`src/sv/lcom_pkg.sv`:
```
// Shared types and constants for the lidar curvature / occlusion marker.
// No dependencies.
package lcom_pkg;

  localparam int unsigned COORD_W   = 18;
  localparam int unsigned COL_W     = 12;
  localparam int unsigned IDX_W     = 16;
  localparam int unsigned CURV_W    = 47;
  localparam int unsigned WEIGHT_W  = 17;
  localparam int unsigned GAP_W     = 16;
  localparam int unsigned COL_LIMIT = 10;
  localparam int unsigned PAR_RATIO = 50;
  localparam logic [WEIGHT_W-1:0] WEIGHT_ONE = 17'h10000;
  localparam logic [WEIGHT_W-1:0] WEIGHT_RST = 17'h10000;
  localparam logic [GAP_W-1:0]    GAP_RST    = 16'd307;

  // register indexes on the config port
  localparam logic REG_RANGE_WEIGHT  = 1'b0;
  localparam logic REG_OCCLUSION_GAP = 1'b1;

  typedef enum logic {
    FE_IDLE,
    FE_EMIT
  } fe_state_t;

  // handshake between front end and queue
  typedef struct packed {
    logic push;
  } q_wr_t;

  typedef struct packed {
    logic full;
    logic empty;
  } q_stat_t;

endpackage

```
`src/sv/lcom_front.sv`:
```
// Front end: point window, occlusion / parallel-beam marking, emit sequencer.
// Depends on lcom_pkg.
module lcom_front #(
  parameter int unsigned HALF_WINDOW = 5,
  parameter int unsigned MAX_POINTS  = 65536,
  parameter int unsigned SW          = 24,
  parameter int unsigned RW          = 115
) (
  input  logic                         clk,
  input  logic                         rst_n,
  input  logic                         in_valid,
  output logic                         in_ready,
  input  logic [17:0]                  in_range,
  input  logic signed [17:0]           in_x,
  input  logic signed [17:0]           in_y,
  input  logic signed [17:0]           in_z,
  input  logic [11:0]                  in_col,
  input  logic                         in_last,
  input  logic [15:0]                  gap,
  output lcom_pkg::q_wr_t              q_wr,
  output logic [RW-1:0]                q_data,
  input  lcom_pkg::q_stat_t            q_stat
);
  localparam int unsigned H   = HALF_WINDOW;
  localparam int unsigned WIN = 2*H + 2;
  localparam int unsigned PW  = $clog2(MAX_POINTS);
  localparam int unsigned SLW = $clog2(WIN) + 1;
  localparam int unsigned FW  = $clog2(H + 1);

  logic [17:0]        rng_r [WIN];
  logic signed [17:0] x_r   [WIN];
  logic signed [17:0] y_r   [WIN];
  logic signed [17:0] z_r   [WIN];
  logic [11:0]        col_r [WIN];
  logic [WIN-1:0]     flg_r, flg_nxt;
  logic [PW-1:0]      cnt_r;
  logic [FW-1:0]      fwd_r, fwd_nxt;
  logic [PW-1:0]      p_r;
  logic               last_r;
  logic [SLW-1:0]     slot_r, slot_nxt, send_r, s_start, s_end;
  lcom_pkg::fe_state_t state_r, state_nxt;

  logic        acc, clr, last_in, push, done;
  logic [19:0] ra_e, rb_e;
  logic [12:0] cd;
  logic [17:0] d1, d2;
  logic [PW:0] idx_w;
  logic [PW+15:0] idx_ext;
  logic        rec_valid, rec_last;
  logic signed [SW-1:0] dr, dx, dy, dz;

  assign in_ready = (state_r == lcom_pkg::FE_IDLE);
  assign acc      = in_valid && in_ready;
  assign last_in  = in_last || (cnt_r == PW'(MAX_POINTS - 1));

  // marking on the shifted window: a = old tail, b = new point
  always_comb begin
    flg_nxt = {fwd_r != '0, flg_r[WIN-1:1]};
    fwd_nxt = (fwd_r != '0) ? fwd_r - 1'b1 : fwd_r;
    ra_e    = {2'b0, rng_r[WIN-1]};
    rb_e    = {2'b0, in_range};
    cd      = (in_col >= col_r[WIN-1]) ? 13'(in_col - col_r[WIN-1])
                                       : 13'(col_r[WIN-1] - in_col);
    d1      = (rng_r[WIN-2] >= rng_r[WIN-1]) ? rng_r[WIN-2] - rng_r[WIN-1]
                                             : rng_r[WIN-1] - rng_r[WIN-2];
    d2      = (in_range >= rng_r[WIN-1]) ? in_range - rng_r[WIN-1]
                                         : rng_r[WIN-1] - in_range;
    if (cnt_r >= PW'(H + 1)) begin
      if (cd < 13'(lcom_pkg::COL_LIMIT)) begin
        if (ra_e > rb_e + 20'(gap)) begin
          for (int s = WIN - 2 - H; s <= WIN - 2; s++) flg_nxt[s] = 1'b1;
        end else if (rb_e > ra_e + 20'(gap)) begin
          flg_nxt[WIN-1] = 1'b1;
          fwd_nxt        = FW'(H);
        end
      end
      if ((24'(d1) * 24'(lcom_pkg::PAR_RATIO) > 24'(rng_r[WIN-1])) &&
          (24'(d2) * 24'(lcom_pkg::PAR_RATIO) > 24'(rng_r[WIN-1]))) begin
        flg_nxt[WIN-2] = 1'b1;
      end
    end
  end

  always_comb begin
    s_start = (cnt_r < PW'(WIN - 1)) ? SLW'(PW'(WIN - 1) - cnt_r) : SLW'(H);
    if (s_start < SLW'(H)) s_start = SLW'(H);
    s_end   = last_in ? SLW'(WIN - 1) : SLW'(H);
  end

  // emit sequencer
  always_comb begin
    state_nxt = state_r;
    slot_nxt  = slot_r;
    push      = 1'b0;
    clr       = 1'b0;
    done      = (slot_r == send_r);
    case (state_r)
      lcom_pkg::FE_IDLE: begin
        if (acc && s_start <= s_end) begin
          state_nxt = lcom_pkg::FE_EMIT;
          slot_nxt  = s_start;
        end
      end
      lcom_pkg::FE_EMIT: begin
        if (!q_stat.full) begin
          push = 1'b1;
          if (done) begin
            state_nxt = lcom_pkg::FE_IDLE;
            clr       = last_r;
          end else begin
            slot_nxt = slot_r + 1'b1;
          end
        end
      end
      default: state_nxt = lcom_pkg::FE_IDLE;
    endcase
  end

  always_ff @(posedge clk) begin
    if (!rst_n) begin
      state_r <= lcom_pkg::FE_IDLE;
      slot_r  <= '0;
    end else begin
      state_r <= state_nxt;
      slot_r  <= slot_nxt;
    end
  end

  always_ff @(posedge clk) begin
    if (acc) begin
      p_r    <= cnt_r;
      last_r <= last_in;
      send_r <= s_end;
    end
  end

  // window and scan state; a flush returns it to reset
  always_ff @(posedge clk) begin
    if (!rst_n || clr) begin
      for (int s = 0; s < WIN; s++) begin
        rng_r[s] <= '0;
        x_r[s]   <= '0;
        y_r[s]   <= '0;
        z_r[s]   <= '0;
        col_r[s] <= '0;
      end
      flg_r <= '0;
      cnt_r <= '0;
      fwd_r <= '0;
    end else if (acc) begin
      for (int s = 0; s < WIN - 1; s++) begin
        rng_r[s] <= rng_r[s+1];
        x_r[s]   <= x_r[s+1];
        y_r[s]   <= y_r[s+1];
        z_r[s]   <= z_r[s+1];
        col_r[s] <= col_r[s+1];
      end
      rng_r[WIN-1] <= in_range;
      x_r[WIN-1]   <= in_x;
      y_r[WIN-1]   <= in_y;
      z_r[WIN-1]   <= in_z;
      col_r[WIN-1] <= in_col;
      flg_r        <= flg_nxt;
      fwd_r        <= fwd_nxt;
      if (!last_in) cnt_r <= cnt_r + 1'b1;
    end
  end

  // neighbour sums around the center slot (only H or H+1 can be valid)
  always_comb begin
    logic sel;
    sel = (slot_r != SLW'(H));
    dr = '0;
    dx = '0;
    dy = '0;
    dz = '0;
    for (int k = 0; k <= 2*H; k++) begin
      if (k == H) begin
        dr = dr - SW'(2*H) * $signed({{(SW-18){1'b0}}, rng_r[k + sel]});
        dx = dx - SW'(2*H) * SW'(x_r[k + sel]);
        dy = dy - SW'(2*H) * SW'(y_r[k + sel]);
        dz = dz - SW'(2*H) * SW'(z_r[k + sel]);
      end else begin
        dr = dr + $signed({{(SW-18){1'b0}}, rng_r[k + sel]});
        dx = dx + SW'(x_r[k + sel]);
        dy = dy + SW'(y_r[k + sel]);
        dz = dz + SW'(z_r[k + sel]);
      end
    end
  end

  assign idx_w     = {1'b0, p_r} + (PW+1)'(slot_r) - (PW+1)'(WIN - 1);
  assign idx_ext   = {15'b0, idx_w};
  assign rec_valid = ((slot_r == SLW'(H)) || (slot_r == SLW'(H + 1))) &&
                     (idx_w >= (PW+1)'(H));
  assign rec_last  = last_r && (slot_r == SLW'(WIN - 1));

  assign q_wr.push = push;
  assign q_data    = {dz, dy, dx, dr, rec_last, flg_r[slot_r[SLW-2:0]],
                      rec_valid, idx_ext[15:0]};
endmodule

```
`config.mk`:
```
export PLATFORM = sky130hd
export DESIGN_NAME = lcom_front
export DESIGN_NICKNAME = d
export VERILOG_FILES = /design/src/sv/lcom_pkg.sv /design/src/sv/lcom_front.sv
export SDC_FILE = /design/constraint.sdc
export NUM_CORES = 2
export LEC_CHECK = 0
export BUFFER_PORTS_ARGS = -buffer_cell sky130_fd_sc_hd__buf_4
export CAP_MARGIN = 25
export CORE_ASPECT_RATIO = 0.9
export CORE_MARGIN = 5
export CORE_UTILIZATION = 35
export DETAILED_ROUTE_END_ITERATION = 8
export PLACE_DENSITY = 0.59
export SLEW_MARGIN = 15
export SYNTH_ARGS = -nofsm -noshare
export SYNTH_HDL_FRONTEND = slang
export SYNTH_SLANG_ARGS = --single-unit
export TNS_END_PERCENT = 1
```
`constraint.sdc`:
```
create_clock -name clk -period 25.1 [get_ports clk]
set_input_delay 1.255 -clock clk [delete_from_list [all_inputs] [get_ports clk]]
set_output_delay 1.255 -clock clk [all_outputs]
set_load 0.05 [all_outputs]
```
# ---- After elaboration in Yosys (flattened, before gate mapping)
# Memories as Yosys holds them, arrays and structs flattened.
# Index checks and enable logic that the tools add are counted.
dict set report word_totals {
  input_bits 106
  elab_cells 277
  n_memories 5
  register_bits 59
  ram_bits 1008
}
dict set report classes {
  reduce_logical 12
  eq_ne 9
  bitwise_logic 62
  multipliers 6
  n_lt_le_gt_ge 14
  add_sub_neg 64
  mux 97
}
# name words word_bits rd rd_ports_with_merged_regs write_ports line_no
set mem_list {}
lappend mem_list {rng_r 12 18 22 0 12 lcom_front.sv:30} ;# logic [17:0] rng_r [WIN];
lappend mem_list {x_r 12 18 22 0 12 lcom_front.sv:31} ;# logic signed [17:0] x_r [WIN];
lappend mem_list {y_r 12 18 22 0 12 lcom_front.sv:32} ;# logic signed [17:0] y_r [WIN];
lappend mem_list {z_r 12 18 22 0 12 lcom_front.sv:33} ;# logic signed [17:0] z_r [WIN];
lappend mem_list {col_r 12 12 11 0 12 lcom_front.sv:34} ;# logic [11:0] col_r [WIN];
# cell count
set op_table {}
lappend op_table {{two-way mux 18 bit} 50}
lappend op_table {{adder 24 x 18 -> 24 bit} 15}
lappend op_table {{two-way mux 12 bit} 12}
lappend op_table {{adder 24 x 19 -> 24 bit} 4}
lappend op_table {{adder 21 x 18 -> 22 bit} 4}
lappend op_table {{adder 20 x 18 -> 21 bit} 4}
lappend op_table {{adder 19 x 18 -> 20 bit} 4}
lappend op_table {{adder 18 x 18 -> 19 bit} 4}
lappend op_table {{multiplier 3 x 24 -> 23 bit, first input constant} 3}
lappend op_table {{subtractor 18 bit} 4}
lappend op_table {{subtractor 24 bit} 3}
lappend op_table {{OR 1 bit} 60}
lappend op_table {{greater-than comparator 24 x 18 -> 1 bit} 2}
lappend op_table {{multiplier 18 x 5 -> 23 bit, second input constant} 2}
lappend op_table {{adder 18 x 16 -> 19 bit} 2}
lappend op_table {{greater-than comparator 18 x 19 -> 1 bit} 2}
lappend op_table {{>= comparator 18 bit} 2}
lappend op_table {{subtractor 12 x 12 -> 13 bit} 2}
lappend op_table {{two-way mux 5 bit} 5}
lappend op_table {{adder 23 x 19 -> 24 bit} 1}
lappend op_table {{subtractor 22 x 22 -> 23 bit} 1}
lappend op_table {{multiplier 3 x 18 -> 21 bit, first input constant} 1}
lappend op_table {{adder 16 x 5 -> 17 bit} 1}
lappend op_table {{>= comparator 17 x 3 -> 1 bit, second input constant} 1}
lappend op_table {{other kinds (39)} 75}

# ---- Logic depth before layout (Yosys ltp)
# An unclocked memory read counts as a cell.
dict set report logic_depth {
  depth_word 13
  mapped_depth 43
  ltp_nobuf 40
}

# ---- Worst setup path before layout
# No wires, ideal clock.
dict set report synth_path {
  path_kind {input to register}
  start {in q_stat[1] in the netlist's numbering}
  end {mem col_r[11][0] (netlist: col_r[0][132]), enable pin}
  cell_stages 6
  path_slack_ps 2641
  t_arrival_ps 16383
  path_cell_list {nor2_1 -> nand2_1 -> o21a_1 -> clkbuf_1 -> clkbuf_1 -> nand2_1}
}
# element line_no
set synth_rtl {}
lappend synth_rtl {{from (decl)} lcom_front.sv:22} ;# input lcom_pkg::q_stat_t q_stat
lappend synth_rtl {{to (decl)} lcom_front.sv:34}

# ---- Worst setup path in the final report
dict set report layout_path {
  start {reg slot_r[0]}
  end {out q_data[90]}
}
dict set report layout_between {
  elab_chain_len 13
}
# element line_no
set layout_rtl {}
lappend layout_rtl {{from (decl)} lcom_front.sv:40} ;# logic [SLW-1:0] slot_r, slot_nxt, send_r, s_start, s_end;
lappend layout_rtl {{from (signal assigned)} lcom_front.sv:125} ;# slot_r <= slot_nxt;
lappend layout_rtl {{inequality test 5 x 3 -> 1 bit *} lcom_front.sv:172} ;# sel = (slot_r != SLW'(H));
lappend layout_rtl {{adder 1 x 1 -> 2 bit} lcom_front.sv:186} ;# dy = dy + SW'(y_r[k + sel]);
lappend layout_rtl {{memory (12 x 18 bit) *} n/a}
lappend layout_rtl {{adder 18 x 18 -> 19 bit} lcom_front.sv:186}
lappend layout_rtl {{adder 19 x 18 -> 20 bit} lcom_front.sv:186}
lappend layout_rtl {{adder 20 x 18 -> 21 bit} lcom_front.sv:186}
lappend layout_rtl {{adder 21 x 18 -> 22 bit} lcom_front.sv:186}
lappend layout_rtl {{subtractor 24 bit} lcom_front.sv:181} ;# dy = dy - SW'(2*H) * SW'(y_r[k + sel]);
lappend layout_rtl {{adder 24 x 18 -> 24 bit (4 in a row)} lcom_front.sv:186}
lappend layout_rtl {{adder 24 x 18 -> 24 bit *} lcom_front.sv:186}
lappend layout_rtl {{to (decl)} lcom_front.sv:21} ;# output logic [RW-1:0] q_data,
# Every way passes the cells marked *; elsewhere a longest branch is shown, timed or not.

==> flow_summary.yaml <==
run_status:
  status: "complete, no violations"
clock_network:
  ctsResizeCount: 0
  clock_path_buffers: 3
  cts_sinks: 931
  cts_hold_buf: 0
  clk_pin_slew_ns: 0.06
  cts_buffers: 116
  clockRootBuffer: "clkbuf_16"
  postCtsSetupBuffers: 0
  clkLatencyLatePin_ns: 0.74
  cts_tree: "built"
  cts_htree_levels: 3
floorplanning:
  start_util_pct: 35.3
  fp.dieArea_um2: 242000
  io_pins: 223
  num_rows: 167
  core_um2: 230000
  die_y_um: 467
  die-width_um: 518
drt:
  wl_per_cell_um: 17.6
  antenna_left: 0
  viasPerCell: 5.09
  drtIter0Drc: 3348
  dr.pass1.iters: 5
  drt_wl_total_um: 186000
  drc_errors: 0
  route.vias.total: 53800
timing:
  finalMaxSlewViolations: 0
  worst_pin_slew_ns: 1.07
  fmax_mhz: 67.0
  hold_viol: 0
  slew-limit-headroom_pct: 27.7
  fin_skew_ns: 0.0259
  post-route-period-util_pct: 59.5
  worst_slack_ns: 10.17
  timing.setup.tns_ns: 0
  whs_ns: 0.466
  period_needed_ns: 14.93
  rsz0062_at_grt: "no"
  finalSetupViolations: 0
final_layout:
  fill_cells: 22400
  final_cells: 10600
  syn_to_final_growth_pct: 10.3
  register_area_um2: 27600
  multi_input_area_um2: 49100
  nets: 8856
  drive_above_1_share_pct: 9.66
critical_path:
  path_buf_inv: 6
  slowest_delay_ns: 0.84
  worstPathArrival_ns: 13.68
  crit_type: "reg2out"
  critPathMostFrequentCell: "fa_1"
  cp_max_fo: 103
  crit_path_end_kind: "output port"
  crit_path_start_kind: "flop"
  required_ns: 23.84
  cp_slowest_cell: "buf_4"
  crit_family: "adder cells"
global_routing:
  first_global_vias: 56300
  grt_max_degree: 171
  grt_pass1_wl_um: 307000
  grt-ovfl-total: 0
  antenna_found_initial: 7
  track_usage_pct: 15.3
synthesis:
  yosysTopAreaCell: "edfxtp_1"
  synthArstFlopShare_pct: 0
  synth_top_area_share_pct: 33.0
  syn_area_um2: 81200
  synthesis.nets: 8785
  ys_seq_elements: 931
  synth_cell_types: 100
  yosysWarnings: 0
  synth_edf_count: 894
  synth_seq_area_share_pct: 34.0
  synth_flop_cell: "edfxtp_1"
  avgSynthCellArea_um2: 11.0
  yosys-top-cells-area: "edfxtp_1, fa_1, ha_1"
  synthCells: 7357
worst_hold_path:
  hp-class: "reg2reg"
placed_design:
  finalWeightedCongestion: 0.878
  place_ws_ns: 10.81
  hpwl_um: 135000
  placed_cells: 10400
  portBuffers: 221
run:
  cap_violations: 0
## routing by layer
layer / track usage [%] / vias to the layer above / wire length (µm)
met5: 0 / - / 20
met4: 3.92 / 2 / 4950
met3: 2.03 / 220 / 6570
met2: 24.5 / 740 / 84200
met1: 21.8 / 26700 / 90700
li1: - / 26100 / -
## cell usage in the layout (no fill, tap or decap), drive strengths merged, types with 126 or more instances in the layout
cell      n
buf     271
xor2    126
and3    737
ha      654
nor2    289
a21oi   306
nand2   201
and2    129
mux2i   536
clkbuf  145
edfxtp  894
mux2    247
fa      668
o21ai   210
xnor2   227
inv     906
## cells in the mapped netlist, types with 21 or more instances
cell      instances
clkbuf_1        254
o21bai_1         54
nand2b_1         36
a31oi_1          21
or3_1            33
a211o_1          22
nor2_1          289
edfxtp_1        894
nor2b_1          43
inv_1           903
xnor2_1         227
ha_1            654
o21a_1           73
fa_1            668
o211ai_1         23
a21o_1          122
dfxtp_1          37
nand3_1          69
a211oi_1         38
and3_1          737
o21ai_0         206
and2_1          128
mux2_2          246
buf_1            47
nand2_1         201
a21oi_1         305
mux2i_1         536
nand4_1          31
xor2_1          126
nor3_1           66
## state kept, by name (all words and copies together) (netlist names)
signal / cells
send_r: 2
y_r: 216
p_r: 16
fwd_r: 3
z_r: 216
flg_r: 12
rng_r: 216
state_r: 1
x_r: 216
slot_r: 5
cnt_r: 16
col_r: 12
## through the flow
step | cell area (µm²) | util [%]
2_1_floorplan | 81200 | -
3_3_place_gp | 85900 | 37.3
3_5_place_dp | 85900 | 37.3
4_1_cts | 89600 | 38.9
5_1_grt | 89600 | 38.9
6_report | 89600 | 38.9
## worst reg2reg max path: cells and delay by family (launching register included)
kind                       cells  cell delay (ns)
AOI/OAI and AO/OA             12             3.93
DFF                            1             0.51
xor gates and xnor gates       2             0.46
buffers and inverters          3             0.39
and+or+nand+nor                9             2.58
adders and majority gates      6             2.48
## cell families (layout without fill, tap and decap cells)
logic type               Yosys count  after routing  synth area share (%)
buffers and inverters           1223           1389                  5.69
AND/OR/NAND/NOR                 1697           1697                  11.5
AO/OA/AOI/OAI                   1043           1043                  8.37
multiplexers                     786            786                  10.1
adder cells (fa/ha/maj)         1322           1322                  26.5
XOR/XNOR                         355            355                  3.86
flip-flops                       931            931                  34.0
other                              0              5                     0
## final timing paths
path | start | end | slack (ns) | depth (start not counted)
hold / removal | flg_r[0]$_SDFFE_PP0P_ | flg_r[0]$_SDFFE_PP0P_ | 0.47 | 2
setup / recovery | slot_r[0]$_SDFFE_PN0P_ | q_data[90] | 10.17 | 37
hold reg to reg | flg_r[0]$_SDFFE_PP0P_ | flg_r[0]$_SDFFE_PP0P_ | 0.47 | 2
setup reg to reg | rng_r[11][11]$_SDFFCE_PP0P_ | flg_r[10]$_SDFFE_PP0P_ | 14.64 | 32
## area by class of cell
cell class | count | area share (%)
diodes | 5 | 0.0140
flip-flops and latches | 931 | 30.8
clock inverters | 68 | 0.584
multi-input cells | 5203 | 54.7
repair buffers | 271 | 2.39
inverters | 905 | 3.80
clock buffers | 145 | 3.44
well taps | 3042 | 4.25
Power is left out: the tool's default activity adds up to more than one toggle a clock period on the data nets, which glitch-free logic cannot reach.
