### src/sv/lcom_pkg.sv
// Shared types and constants for the lidar curvature / occlusion marker.
// No dependencies.
package lcom_pkg;

  localparam int unsigned COORD_W   = 18;
  localparam int unsigned COL_W     = 12;
  localparam int unsigned IDX_W     = 16;
  localparam int unsigned CURV_W    = 47;
  localparam int unsigned WEIGHT_W  = 17;
  localparam int unsigned GAP_W     = 16;
  localparam int unsigned COL_LIMIT = 10;
  localparam int unsigned PAR_RATIO = 50;
  localparam logic [WEIGHT_W-1:0] WEIGHT_ONE = 17'h10000;
  localparam logic [WEIGHT_W-1:0] WEIGHT_RST = 17'h10000;
  localparam logic [GAP_W-1:0]    GAP_RST    = 16'd307;

  // register indexes on the config port
  localparam logic REG_RANGE_WEIGHT  = 1'b0;
  localparam logic REG_OCCLUSION_GAP = 1'b1;

  typedef enum logic {
    FE_IDLE,
    FE_EMIT
  } fe_state_t;

  // handshake between front end and queue
  typedef struct packed {
    logic push;
  } q_wr_t;

  typedef struct packed {
    logic full;
    logic empty;
  } q_stat_t;

endpackage

### src/sv/lcom_fifo.sv
// Short queue of emit records between front end and curvature pipe.
// Depends on lcom_pkg.
module lcom_fifo #(
  parameter int unsigned DW    = 8,
  parameter int unsigned DEPTH = 4
) (
  input  logic              clk,
  input  logic              rst_n,
  input  lcom_pkg::q_wr_t   wr,
  input  logic [DW-1:0]     wdata,
  input  logic              pop,
  output logic [DW-1:0]     rdata,
  output lcom_pkg::q_stat_t stat
);
  localparam int unsigned AW = $clog2(DEPTH);

  logic [DW-1:0] mem_r [DEPTH];
  logic [AW-1:0] wp_r, rp_r;
  logic [AW:0]   cnt_r;
  logic          do_push, do_pop;

  assign stat.full  = (cnt_r == (AW+1)'(DEPTH));
  assign stat.empty = (cnt_r == '0);
  assign do_push    = wr.push && !stat.full;
  assign do_pop     = pop && !stat.empty;
  assign rdata      = mem_r[rp_r];

  always_ff @(posedge clk) begin
    if (do_push) begin
      mem_r[wp_r] <= wdata;
    end
  end

  always_ff @(posedge clk) begin
    if (!rst_n) begin
      wp_r  <= '0;
      rp_r  <= '0;
      cnt_r <= '0;
    end else begin
      if (do_push) begin
        wp_r <= (wp_r == AW'(DEPTH-1)) ? '0 : wp_r + 1'b1;
      end
      if (do_pop) begin
        rp_r <= (rp_r == AW'(DEPTH-1)) ? '0 : rp_r + 1'b1;
      end
      cnt_r <= cnt_r + (AW+1)'(do_push) - (AW+1)'(do_pop);
    end
  end

  a_no_push_full: assert property (@(posedge clk) disable iff (!rst_n)
    stat.full |-> !wr.push) else $error("push into full queue");
  a_cnt_bound: assert property (@(posedge clk) disable iff (!rst_n)
    cnt_r <= (AW+1)'(DEPTH)) else $error("queue count out of range");
  a_pop_drains: assert property (@(posedge clk) disable iff (!rst_n)
    (do_pop && !do_push) |=> cnt_r == $past(cnt_r) - 1'b1)
    else $error("queue count did not drop on pop");
endmodule

### config.mk
export PLATFORM = sky130hd
export DESIGN_NAME = lcom_fifo
export DESIGN_NICKNAME = d
export VERILOG_FILES = /design/src/sv/lcom_pkg.sv /design/src/sv/lcom_fifo.sv
export SDC_FILE = /design/constraint.sdc
export NUM_CORES = 1
export LEC_CHECK = 0
export ABC_AREA = 1
export ABC_CLOCK_PERIOD_IN_PS = 1730
export BUFFER_PORTS_ARGS = -buffer_cell sky130_fd_sc_hd__buf_2
export CAP_MARGIN = 20
export CORE_MARGIN = 1.5
export CORE_UTILIZATION = 50
export CTS_CLUSTER_SIZE = 20
export DETAILED_ROUTE_END_ITERATION = 12
export PLACE_DENSITY = 0.73
export SETUP_SLACK_MARGIN = 0.4
export SYNTH_ARGS = -nofsm -noshare
export SYNTH_HDL_FRONTEND = slang
export SYNTH_SLANG_ARGS = --single-unit
### constraint.sdc
create_clock -name clk -period 1.73 [get_ports clk]
set_clock_uncertainty 0.2 [all_clocks]
set_input_delay 0.346 -clock clk [delete_from_list [all_inputs] [get_ports clk]]
set_output_delay 0.346 -clock clk [all_outputs]
set_load 0.01 [all_outputs]
Yosys cells after proc, flatten, opt, wreduce, memory -nomap -nowiden

Memories as Yosys holds them, arrays and structs flattened. A register that Yosys moved wholly into a read port is not among the register bits.
Index checks and enable logic that the tools add are counted.
Widths: inputs -> output; s select.

Flip-flop bits (word level): 7
RAM bits: 32
Input port bits: 12
Word-level logic and storage cells: 22
Memories: 1

Memory list:

| memory | depth | width | read ports | clocked after memory_dff | write ports | line            | RTL |
|---|---|---|---|---|---|---|---|
| mem_r  | 4     | 8     | 1          | 1                        | 1           | lcom_fifo.sv:17 | `logic [DW-1:0] mem_r [DEPTH];` |

$add $sub $neg: 4
Eq/ne operators: 3
Mux-type cells: 6
Reductions and logical operators: 5

Operators with widths:

| cell                | number |
|---|---|
| $mux 2              | 4 |
| $add 2x1->2 const B | 2 |
| $eq 2x2->1 const B  | 2 |
| $add 3x1->3         | 1 |
| $eq 3x3->1 const B  | 1 |
| $logic_not 3->1     | 1 |
| $sub 3x1->3         | 1 |
| $logic_and 1x1->1   | 2 |
| $logic_not 1->1     | 2 |
| $mux 1              | 2 |

Depth between registers and ports, before layout

Gate-level depths: netlist (run 1).

Word-level depth: 5
Depth in mapped cells: 11
Mapped depth without buffers: 11

Least setup slack after synthesis (run 1)

No wires, ideal clock.

Path kind: register -> register
Start: reg cnt_r[1]
End: reg cnt_r[2]
Setup time: 0.113 ns
Arrival time: 1.694 ns
Slack: -0.277 ns
Stages on the path, launching flop included: 11
Clock period less this slack: 2.007 ns
Path through: dfxtp_1 nor2_1 nand2_1 inv_1 nor2_1 ha_1 inv_1 ha_1 fa_1 nor2_1 nor2_1

RTL lines:

| what                   | line            | RTL |
|---|---|---|
| from (decl)            | lcom_fifo.sv:19 | `logic [AW:0] cnt_r;` |
| from (signal assigned) | lcom_fifo.sv:46 | `cnt_r <= cnt_r + (AW+1)'(do_push) - (AW+1)'(do_pop);` |

Worst setup path after layout (run 1)

Start: reg cnt_r[1]
End: reg cnt_r[1]

Cells in the longest elaborated chain, start to end: 5
Elaborated cells between the ends (all ways): 8
Those cells by class: 2 x add/sub; 1 x eq/ne; 5 x reduce/logical

RTL lines:

| what              | line            | RTL |
|---|---|---|
| $eq 3x3->1        | lcom_fifo.sv:22 | `assign stat.full = (cnt_r == (AW+1)'(DEPTH));` |
| $logic_not 1->1   | lcom_fifo.sv:24 | `assign do_push = wr.push && !stat.full;` |
| $logic_and 1x1->1 | lcom_fifo.sv:24 |  |
| $add 3x1->3       | lcom_fifo.sv:46 |  |
| $sub 3x1->3 *     | lcom_fifo.sv:46 |  |

Every way passes the cells marked *; elsewhere a longest branch is shown, timed or not.
A chain may end at the register's enable or synchronous reset.

==> results of run 1 <==
[through the flow]
stage	utilization	hold WS, ns	cell area [um2]
after CTS	0.713	0.00931	2230
after global placement	0.634	0.310	1980
after global routing	0.749	-0.0101	2340
after detailed placement	0.634	0.333	1980
final	0.749	0.0166	2340
after floorplan	-	0.244	1750
[area by class of cell]
class	count	area, um2
inverter	17	78.8
tap	44	55.1
clock inverter	1	30.0
clock buffer	7	55.1
multi-input combinational	82	623
fill	211	785
sequential	41	1160
timing repair inverter	1	11.3
timing repair buffer	44	334
[where the power goes]
group / total, mW / switching [mW] / leakage (nW) / internal, mW
clock: 0.635 / 0.290 / 0.0455 / 0.345
combinational: 1.56 / 0.818 / 0.526 / 0.743
sequential: 1.39 / 0.139 / 0.370 / 1.25
total: 3.59 / 1.25 / 0.942 / 2.34
[registers in the layout, indices dropped and copies added (netlist names), named ones only]
register  flops
cnt_r         3
mem_r        32
rp_r          2
wp_r          2
[repair_timing]
item | CTS | global route
setup endpoints to repair | 47 | 49
cloned | 0 | 1
buffers inserted | 8 | 0
pin swaps | 18 | 3
gates resized for setup | 44 | 23
hold buffers | 0 | 3
endpoints found under the hold margin | 0 | 9
[cell families (layout without fill, tap and decap cells)]
kind of cell             Yosys count  count (layout)  synth area share
AO/OA/AOI/OAI                     26              26            0.0877
XOR/XNOR                           1               1           0.00521
buffers and inverters             19              70            0.0513
adder cells (fa/ha/maj)            8               8            0.0639
flip-flops                        41              41             0.678
AND/OR/NAND/NOR                   47              47             0.114
[worst max-delay path, delay by kind of cell (launching register included)]
kind	cells	cell delay, ns
buf+inv	3	0.15
flops	1	0.35
fa+ha+maj	3	0.95
simple gates	4	0.25
[path summary, 6_finish.rpt]
kind	startpoint	to	slack, ns	cells past startpoint
worst max-delay path	cnt_r[1]	cnt_r[1]	-0.23	10
worst max register to register	cnt_r[1]	cnt_r[1]	-0.23	10
worst min register to register	rp_r[1]	rp_r[1]	0.33	2
worst min-delay path	wdata[1]	mem_r[3][1]	0.02	1
[per-layer routing]
metal	GRT usage	vias to the layer above
li1	-	587
met1	0.238	592
met5	0	-
met2	0.346	27
met3	0.0546	6
met4	0.0932	0
[cell usage in the layout (no fill, tap or decap), drive strengths merged]
master       netlist  routed
clkbuf             0       7
o21ai             16      16
ha                 7       7
dfxtp              9       9
dlygate4sd3        0       3
nand3              1       1
or2                1       1
nand2             13      13
clkinv             0       1
o22ai              8       8
buf                2      41
bufinv             0       1
edfxtp            32      32
a21oi              2       2
xnor2              1       1
nand3b             1       1
fa                 1       1
inv               17      17
nor2              31      31
==> run summary, run 1 <==
=====================================================================================
Total number of placement rows .........................................           20
Cells traversed along the worst timing path ............................ nor2_4 > nand2_2 > inv_2 > nor2_2 > ha_1 > inv_2 > ha_4 > fa_2 > nand2_1 > inv_1
Number of iterations in the first detailed-routing pass ................            4
Failing checks ......................................................... negative setup slack
Placeable core region ..................................................  0.00313 mm2
Remaining antenna violation count after routing ........................            0
Smallest setup slack after layout ......................................    -0.233 ns
Highest net fanout along the worst path ................................            2
Via count normalized by instance count .................................         5.11
Slowest stage delay, CP ................................................      0.51 ns
Post-synth top area share ..............................................        0.571
Top cells by area, synth ............................................... sky130_fd_sc_hd__edfxtp_1 (57%), sky130_fd_sc_hd__dfxtp_1 (11%), sky130_fd_sc_hd__nor2_1 (6.5%)
Setup crit end kind ....................................................     register
Slowest library cell on the worst path ................................. sky130_fd_sc_hd__fa_2
Arrival @ worst endpoint ...............................................      2.06 ns
Wire length the detailed router placed on met1 .........................      1420 um
Achievable frequency ...................................................    0.510 GHz
Finished Layout Cells ..................................................          237
Synth cell count leaders ............................................... sky130_fd_sc_hd__edfxtp_1 (32), sky130_fd_sc_hd__nor2_1 (29), sky130_fd_sc_hd__inv_1 (16), sky130_fd_sc_hd__nand2_1 (12), sky130_fd_sc_hd__o21ai_0 (12)
Total clock sinks ......................................................           41
Hold violation total from the final report .............................            0
I/O pin count ..........................................................           22
Mean Syn Cell Area .....................................................     11.9 um2
Cell accounting for the most synthesized area .......................... sky130_fd_sc_hd__edfxtp_1
Post-Route WL ..........................................................      3460 um
Last weighted congestion value of the routability-driven placer ........        0.779
Total clock buffers created by CTS .....................................            5
Highest routed metal layer .............................................         met4
Global-route usage over all layers .....................................        0.202
Post-route DRC violation count .........................................            0
Initial standard-cell utilization of the core ..........................        0.538
Detailed-route via count ...............................................         1212
Routed wire length per instance ........................................      14.6 um
Synth Flop Type ........................................................ sky130_fd_sc_hd__edfxtp_1
TritonCTS clock tree ...................................................          yes
Die span in x ..........................................................      61.0 um
Sum Neg Setup Slack ....................................................     -1.32 ns
Fraction of layout instances using a drive strength above 1 ............        0.528
Pre-CTS WS .............................................................    -0.233 ns
Most frequent cell after synthesis ..................................... sky130_fd_sc_hd__edfxtp_1
Slew of the pin with the lowest slew margin ............................     0.199 ns
Clock network latency to the later pin of the worst-skew pair ..........      0.34 ns
Synthesized instance count .............................................          142
Static power due to leakage ............................................     0.942 nW
Wire length of the first global-routing pass ...........................      5230 um
Antenna violations before repair .......................................            0
Root buf cell .......................................................... sky130_fd_sc_hd__clkbuf_4
Run status ............................................................. complete, but fails checks
Final global-route overflow total ......................................            0
Slew Limit Headroom ....................................................        0.866
Total met3 wirelength after detailed routing ...........................       121 um
Overall power consumption ..............................................      3.59 mW
Chip Height ............................................................      61.0 um
Required time reported for the critical path endpoint ..................      1.83 ns
Met2 wire len ..........................................................      1870 um
Layout Area Growth over Synthesis ......................................        39.3%
Seq/Total Area, Yosys ..................................................        0.678
Antenna diode count ....................................................            0
Final clock period utilization by the worst path .......................         1.13
Clock-pin transition on the worst setup and hold timing paths ..........      0.11 ns
MaxCap Viol Count ......................................................            0
Count of cell types in the netlist .....................................           20
Count of final setup violators .........................................           10
Synthesized net count ..................................................          162
Clock Tree Buf Depth ...................................................            2
Floorplan die area .....................................................  0.00372 mm2
Power per cell area ....................................................  1530 mW/mm2
Placed cell count ......................................................          217
Count of buffers from port buffering ...................................           21
Final-stage net count ..................................................          212
Final critical-path required period ....................................      1.96 ns
CP most frequent cell .................................................. sky130_fd_sc_hd__inv_2
Final slew viol count ..................................................            0
IR drop worst, VDD .....................................................      1020 uV
Type of element launching the critical path ............................     register
H-tree Lvls ............................................................            2
Count of routing violations after the opening detailed-route iteration .           39
Post-synthesis instance area ...........................................  0.00168 mm2
Unrepaired setup endpoints after global routing ........................          yes
Detailed-placement wirelength estimate .................................      2170 um
Number of enable-type register cells in the synthesized netlist ........           32
Yosys warning total ....................................................            0
Vias in the first global route .........................................         1171
Number of register bits inferred by synthesis ..........................           41
Type of the worst setup path ........................................... register to register
Pin count of the biggest net entering global routing ...................           17
Class of the most critical hold timing path ............................ primary input to register
Async SR Flop Fraction .................................................            0
=====================================================================================
Power figures use the tool's default switching activity.
==> inputs of run 2 (changes only) <==
ABC_AREA = 0   (was 1)
RECOVER_POWER = 100   (was not set)
==> run summary, run 2 <==
=====================================================================================
Run status ............................................................. complete, but fails checks
Failing checks ......................................................... negative setup slack
Required time reported for the critical path endpoint ..................      1.77 ns   -0.06 ns
MaxCap Viol Count ......................................................            0   unchanged
Smallest setup slack after layout ......................................    -0.502 ns   -0.270 ns
Launch point of the critical path ......................................     cnt_r[2]
Clock Tree Buf Depth ...................................................            2   unchanged
Met1 track utilization from global routing .............................        0.191   -0.0469
Class of the most critical hold timing path ............................ primary input to register
Sum Neg Setup Slack ....................................................     -3.13 ns   -1.81 ns
Setup crit end kind ....................................................     register
Total clock sinks ......................................................           41   unchanged
Post-synthesis instance area ...........................................  0.00166 mm2   -1.4%
H-tree Lvls ............................................................            2   unchanged
Unrepaired setup endpoints after global routing ........................          yes
Layout Utilization .....................................................        0.647   -0.102
GRT Max-Usage Layer ....................................................         met2
Final critical-path required period ....................................      2.23 ns   +0.270 ns
Leading cell type in the layout, fill and taps excluded ................ sky130_fd_sc_hd__edfxtp_1
Routed wire length per instance ........................................      14.8 um   +0.95%
Final-stage net count ..................................................          147   -31%
Wire length of the first global-routing pass ...........................      4000 um   -23%
Die span in x ..........................................................      60.6 um   -0.67%
Slew of the pin with the lowest slew margin ............................     0.211 ns   +0.0121 ns
Clock-pin transition on the worst setup and hold timing paths ..........      0.12 ns   about the same
Synth cell count leaders ............................................... sky130_fd_sc_hd__edfxtp_1 (32), sky130_fd_sc_hd__dfxtp_1 (9), sky130_fd_sc_hd__mux4_2 (8), sky130_fd_sc_hd__ha_1 (7), sky130_fd_sc_hd__inv_1 (7)
Mean Syn Cell Area .....................................................     17.5 um2   +47%
Cell accounting for the most synthesized area .......................... sky130_fd_sc_hd__edfxtp_1
Worst reg2reg startpoint ...............................................     cnt_r[2]
Number of enable-type register cells in the synthesized netlist ........           32   unchanged
TritonCTS clock tree ...................................................          yes
Global-route usage over all layers .....................................        0.160   -0.0419
Total number of placement rows .........................................           20   unchanged
Floorplan die area .....................................................  0.00367 mm2   -1.3%
Hold Buf Count CTS .....................................................            0   unchanged
Detailed-route via count ...............................................          860   -29%
Achievable frequency ...................................................    0.448 GHz   -12%
Initial standard-cell utilization of the core ..........................        0.535   -0.00332
Yosys warning total ....................................................            0   unchanged
GR Util met3 ...........................................................       0.0384   -0.0162
Hold violation total from the final report .............................            0   unchanged
Post-route DRC violation count .........................................            0   unchanged
Leading registers by flop count ........................................ mem_r x32, cnt_r x3
Fraction of layout instances using a drive strength above 1 ............        0.406   -0.122
Final global-route overflow total ......................................            0   unchanged
Root buf cell .......................................................... sky130_fd_sc_hd__clkbuf_4
Detailed-placement wirelength estimate .................................      1810 um   -16%
Antenna violations before repair .......................................            0   unchanged
Source of the worst hold timing path ...................................     wdata[6]
Clock network latency to the later pin of the worst-skew pair ..........      0.33 ns   about the same
Final clock period utilization by the worst path .......................         1.29   +0.156
Most frequent cells in the layout ...................................... sky130_fd_sc_hd__edfxtp_1 (32), sky130_fd_sc_hd__clkbuf_1 (9), sky130_fd_sc_hd__mux4_2 (8), sky130_fd_sc_hd__buf_2 (8), sky130_fd_sc_hd__buf_6 (7)
Flip-flop count of the largest register, all copies and words added ....           32   unchanged
Async SR Flop Fraction .................................................            0   unchanged
Count of routing violations after the opening detailed-route iteration .           18   -54%
Seq/Total Area, Yosys ..................................................        0.688   +0.00972
Highest net fanout along the worst path ................................            3   +1
Placeable core region ..................................................  0.00310 mm2   -0.80%
Type of the worst setup path ........................................... register to register
Arrival @ worst endpoint ...............................................      2.27 ns   +0.21 ns
Vias in the first global route .........................................          889   -24%
Most frequent cell after synthesis ..................................... sky130_fd_sc_hd__edfxtp_1
Synth Flop Type ........................................................ sky130_fd_sc_hd__edfxtp_1
Placed cell count ......................................................          161   -26%
Type of element launching the critical path ............................     register
Synthesized instance count .............................................           95   -33%
Final slew viol count ..................................................            0   unchanged
Post-Route WL ..........................................................      2540 um   -27%
I/O pin count ..........................................................           22   unchanged
Combined area of the multi-input logic cells ...........................      513 um2   -18%
Count of buffers from port buffering ...................................           21   unchanged
Pin count of the biggest net entering global routing ...................           14   -3
Finished Layout Cells ..................................................          172   -27%
Slew Limit Headroom ....................................................        0.858   -0.00862
Number of iterations in the first detailed-routing pass ................            4   unchanged
IR drop worst, VDD .....................................................       783 uV   -23%
Via count normalized by instance count .................................         5.00   -2.2%
Post-synth top area share ..............................................        0.579   +0.00818
Static power due to leakage ............................................     0.720 nW   -24%
Layout Area Growth over Synthesis ......................................        21.0%
Power per cell area ....................................................  1330 mW/mm2   -13%
Total area of sequential cells .........................................  0.00115 mm2   -0.22%
Synthesized net count ..................................................          115   -29%
Count of final setup violators .........................................           10   unchanged
Remaining antenna violation count after routing ........................            0   unchanged
Number of fill cells ...................................................          256   +21%
Chip Height ............................................................      60.6 um   -0.67%
Top cells by area, synth ............................................... sky130_fd_sc_hd__edfxtp_1 (58%), sky130_fd_sc_hd__dfxtp_1 (11%), sky130_fd_sc_hd__mux4_2 (11%)
Total clock buffers created by CTS .....................................            5   unchanged
Met2 demand-to-capacity share in global routing ........................        0.269   -0.0768
Number of register bits inferred by synthesis ..........................           41   unchanged
Last weighted congestion value of the routability-driven placer ........        0.743   -4.6%
Antenna diode count ....................................................            0   unchanged
Count of cell types in the netlist .....................................           21   +5.0%
Largest register by flop count .........................................        mem_r
=====================================================================================
==> run 2: layout make-up <==
type / count / area share
multi-input combinational: 43 / 0.255
clock buffer: 5 / 0.0187
sequential: 41 / 0.574
inverter: 7 / 0.0143
clock inverter: 3 / 0.00872
timing repair buffer: 29 / 0.101
tap: 44 / 0.0274
==> run 2: what timing repair did <==
| action | in CTS | in global routing |
|---|---|---|
| setup buffers | 2 | 1 |
| endpoints found under the setup margin | 46 | 47 |
| resized for setup | 7 | 7 |
| pin swaps | 4 | 1 |
==> run 2: critical path, stage by stage (launching register included) <==
cell,delay (ns)
sky130_fd_sc_hd__dfxtp_4,0.38
sky130_fd_sc_hd__nor3b_4,0.15
sky130_fd_sc_hd__nor2b_2,0.18
sky130_fd_sc_hd__inv_4,0.05
sky130_fd_sc_hd__ha_4,0.25
sky130_fd_sc_hd__inv_2,0.03
sky130_fd_sc_hd__ha_4,0.14
sky130_fd_sc_hd__fa_2,0.33
sky130_fd_sc_hd__xnor2_1,0.14
sky130_fd_sc_hd__xnor2_1,0.13
sky130_fd_sc_hd__and2_1,0.15
==> run 2: logic make-up after synthesis <==
kind of cell / count (synthesis) / share of synthesized area
and+or+nand+nor: 20 / 0.0724
buffers and inverters: 11 / 0.0302
muxes: 10 / 0.121
DFF: 41 / 0.688
xor gates and xnor gates: 2 / 0.0106
AOI/OAI and AO/OA: 3 / 0.0136
adders and majority gates: 8 / 0.0649
==> run 2: through the flow <==
| step | total power, mW | setup slack, ns | hold WS (ns) | instance area [um2] |
|---|---|---|---|---|
| 2_1_floorplan | 1.87 | -0.487 | 0.245 | 1710 |
| 3_3_place_gp | 2.10 | -0.441 | 0.288 | 1890 |
| 3_5_place_dp | 2.15 | -0.503 | 0.311 | 1890 |
| 4_1_cts | 2.64 | -0.515 | 0.00611 | 1980 |
| 5_1_grt | 2.84 | -0.587 | 0.0547 | 2010 |
| 6_report | 2.68 | -0.502 | 0.0702 | 2010 |
==> run 2: final timing paths <==
check                                   end  slack, ns  cells after the start
worst min register to register      wp_r[1]       0.32                      2
worst max register to register     cnt_r[2]      -0.50                     10
worst min-delay path            mem_r[1][6]       0.07                      1
worst max-delay path               cnt_r[2]      -0.50                     10
==> run 2: power breakdown <==
part	internal [mW]	switching (mW)	leakage, nW
sequential	1.22	0.0870	0.369
combinational	0.524	0.396	0.318
clock	0.154	0.294	0.0326
total	1.90	0.777	0.720
==> run 2: routing by layer <==
| layer | up-vias | wire (um) | share of wire |
|---|---|---|---|
| li1 | 413 | - | - |
| met1 | 428 | 1060 | 0.42 |
| met2 | 14 | 1360 | 0.54 |
| met3 | 5 | 75 | 0.030 |
| met4 | 0 | 45 | 0.018 |
| met5 | - | 0 | 0 |
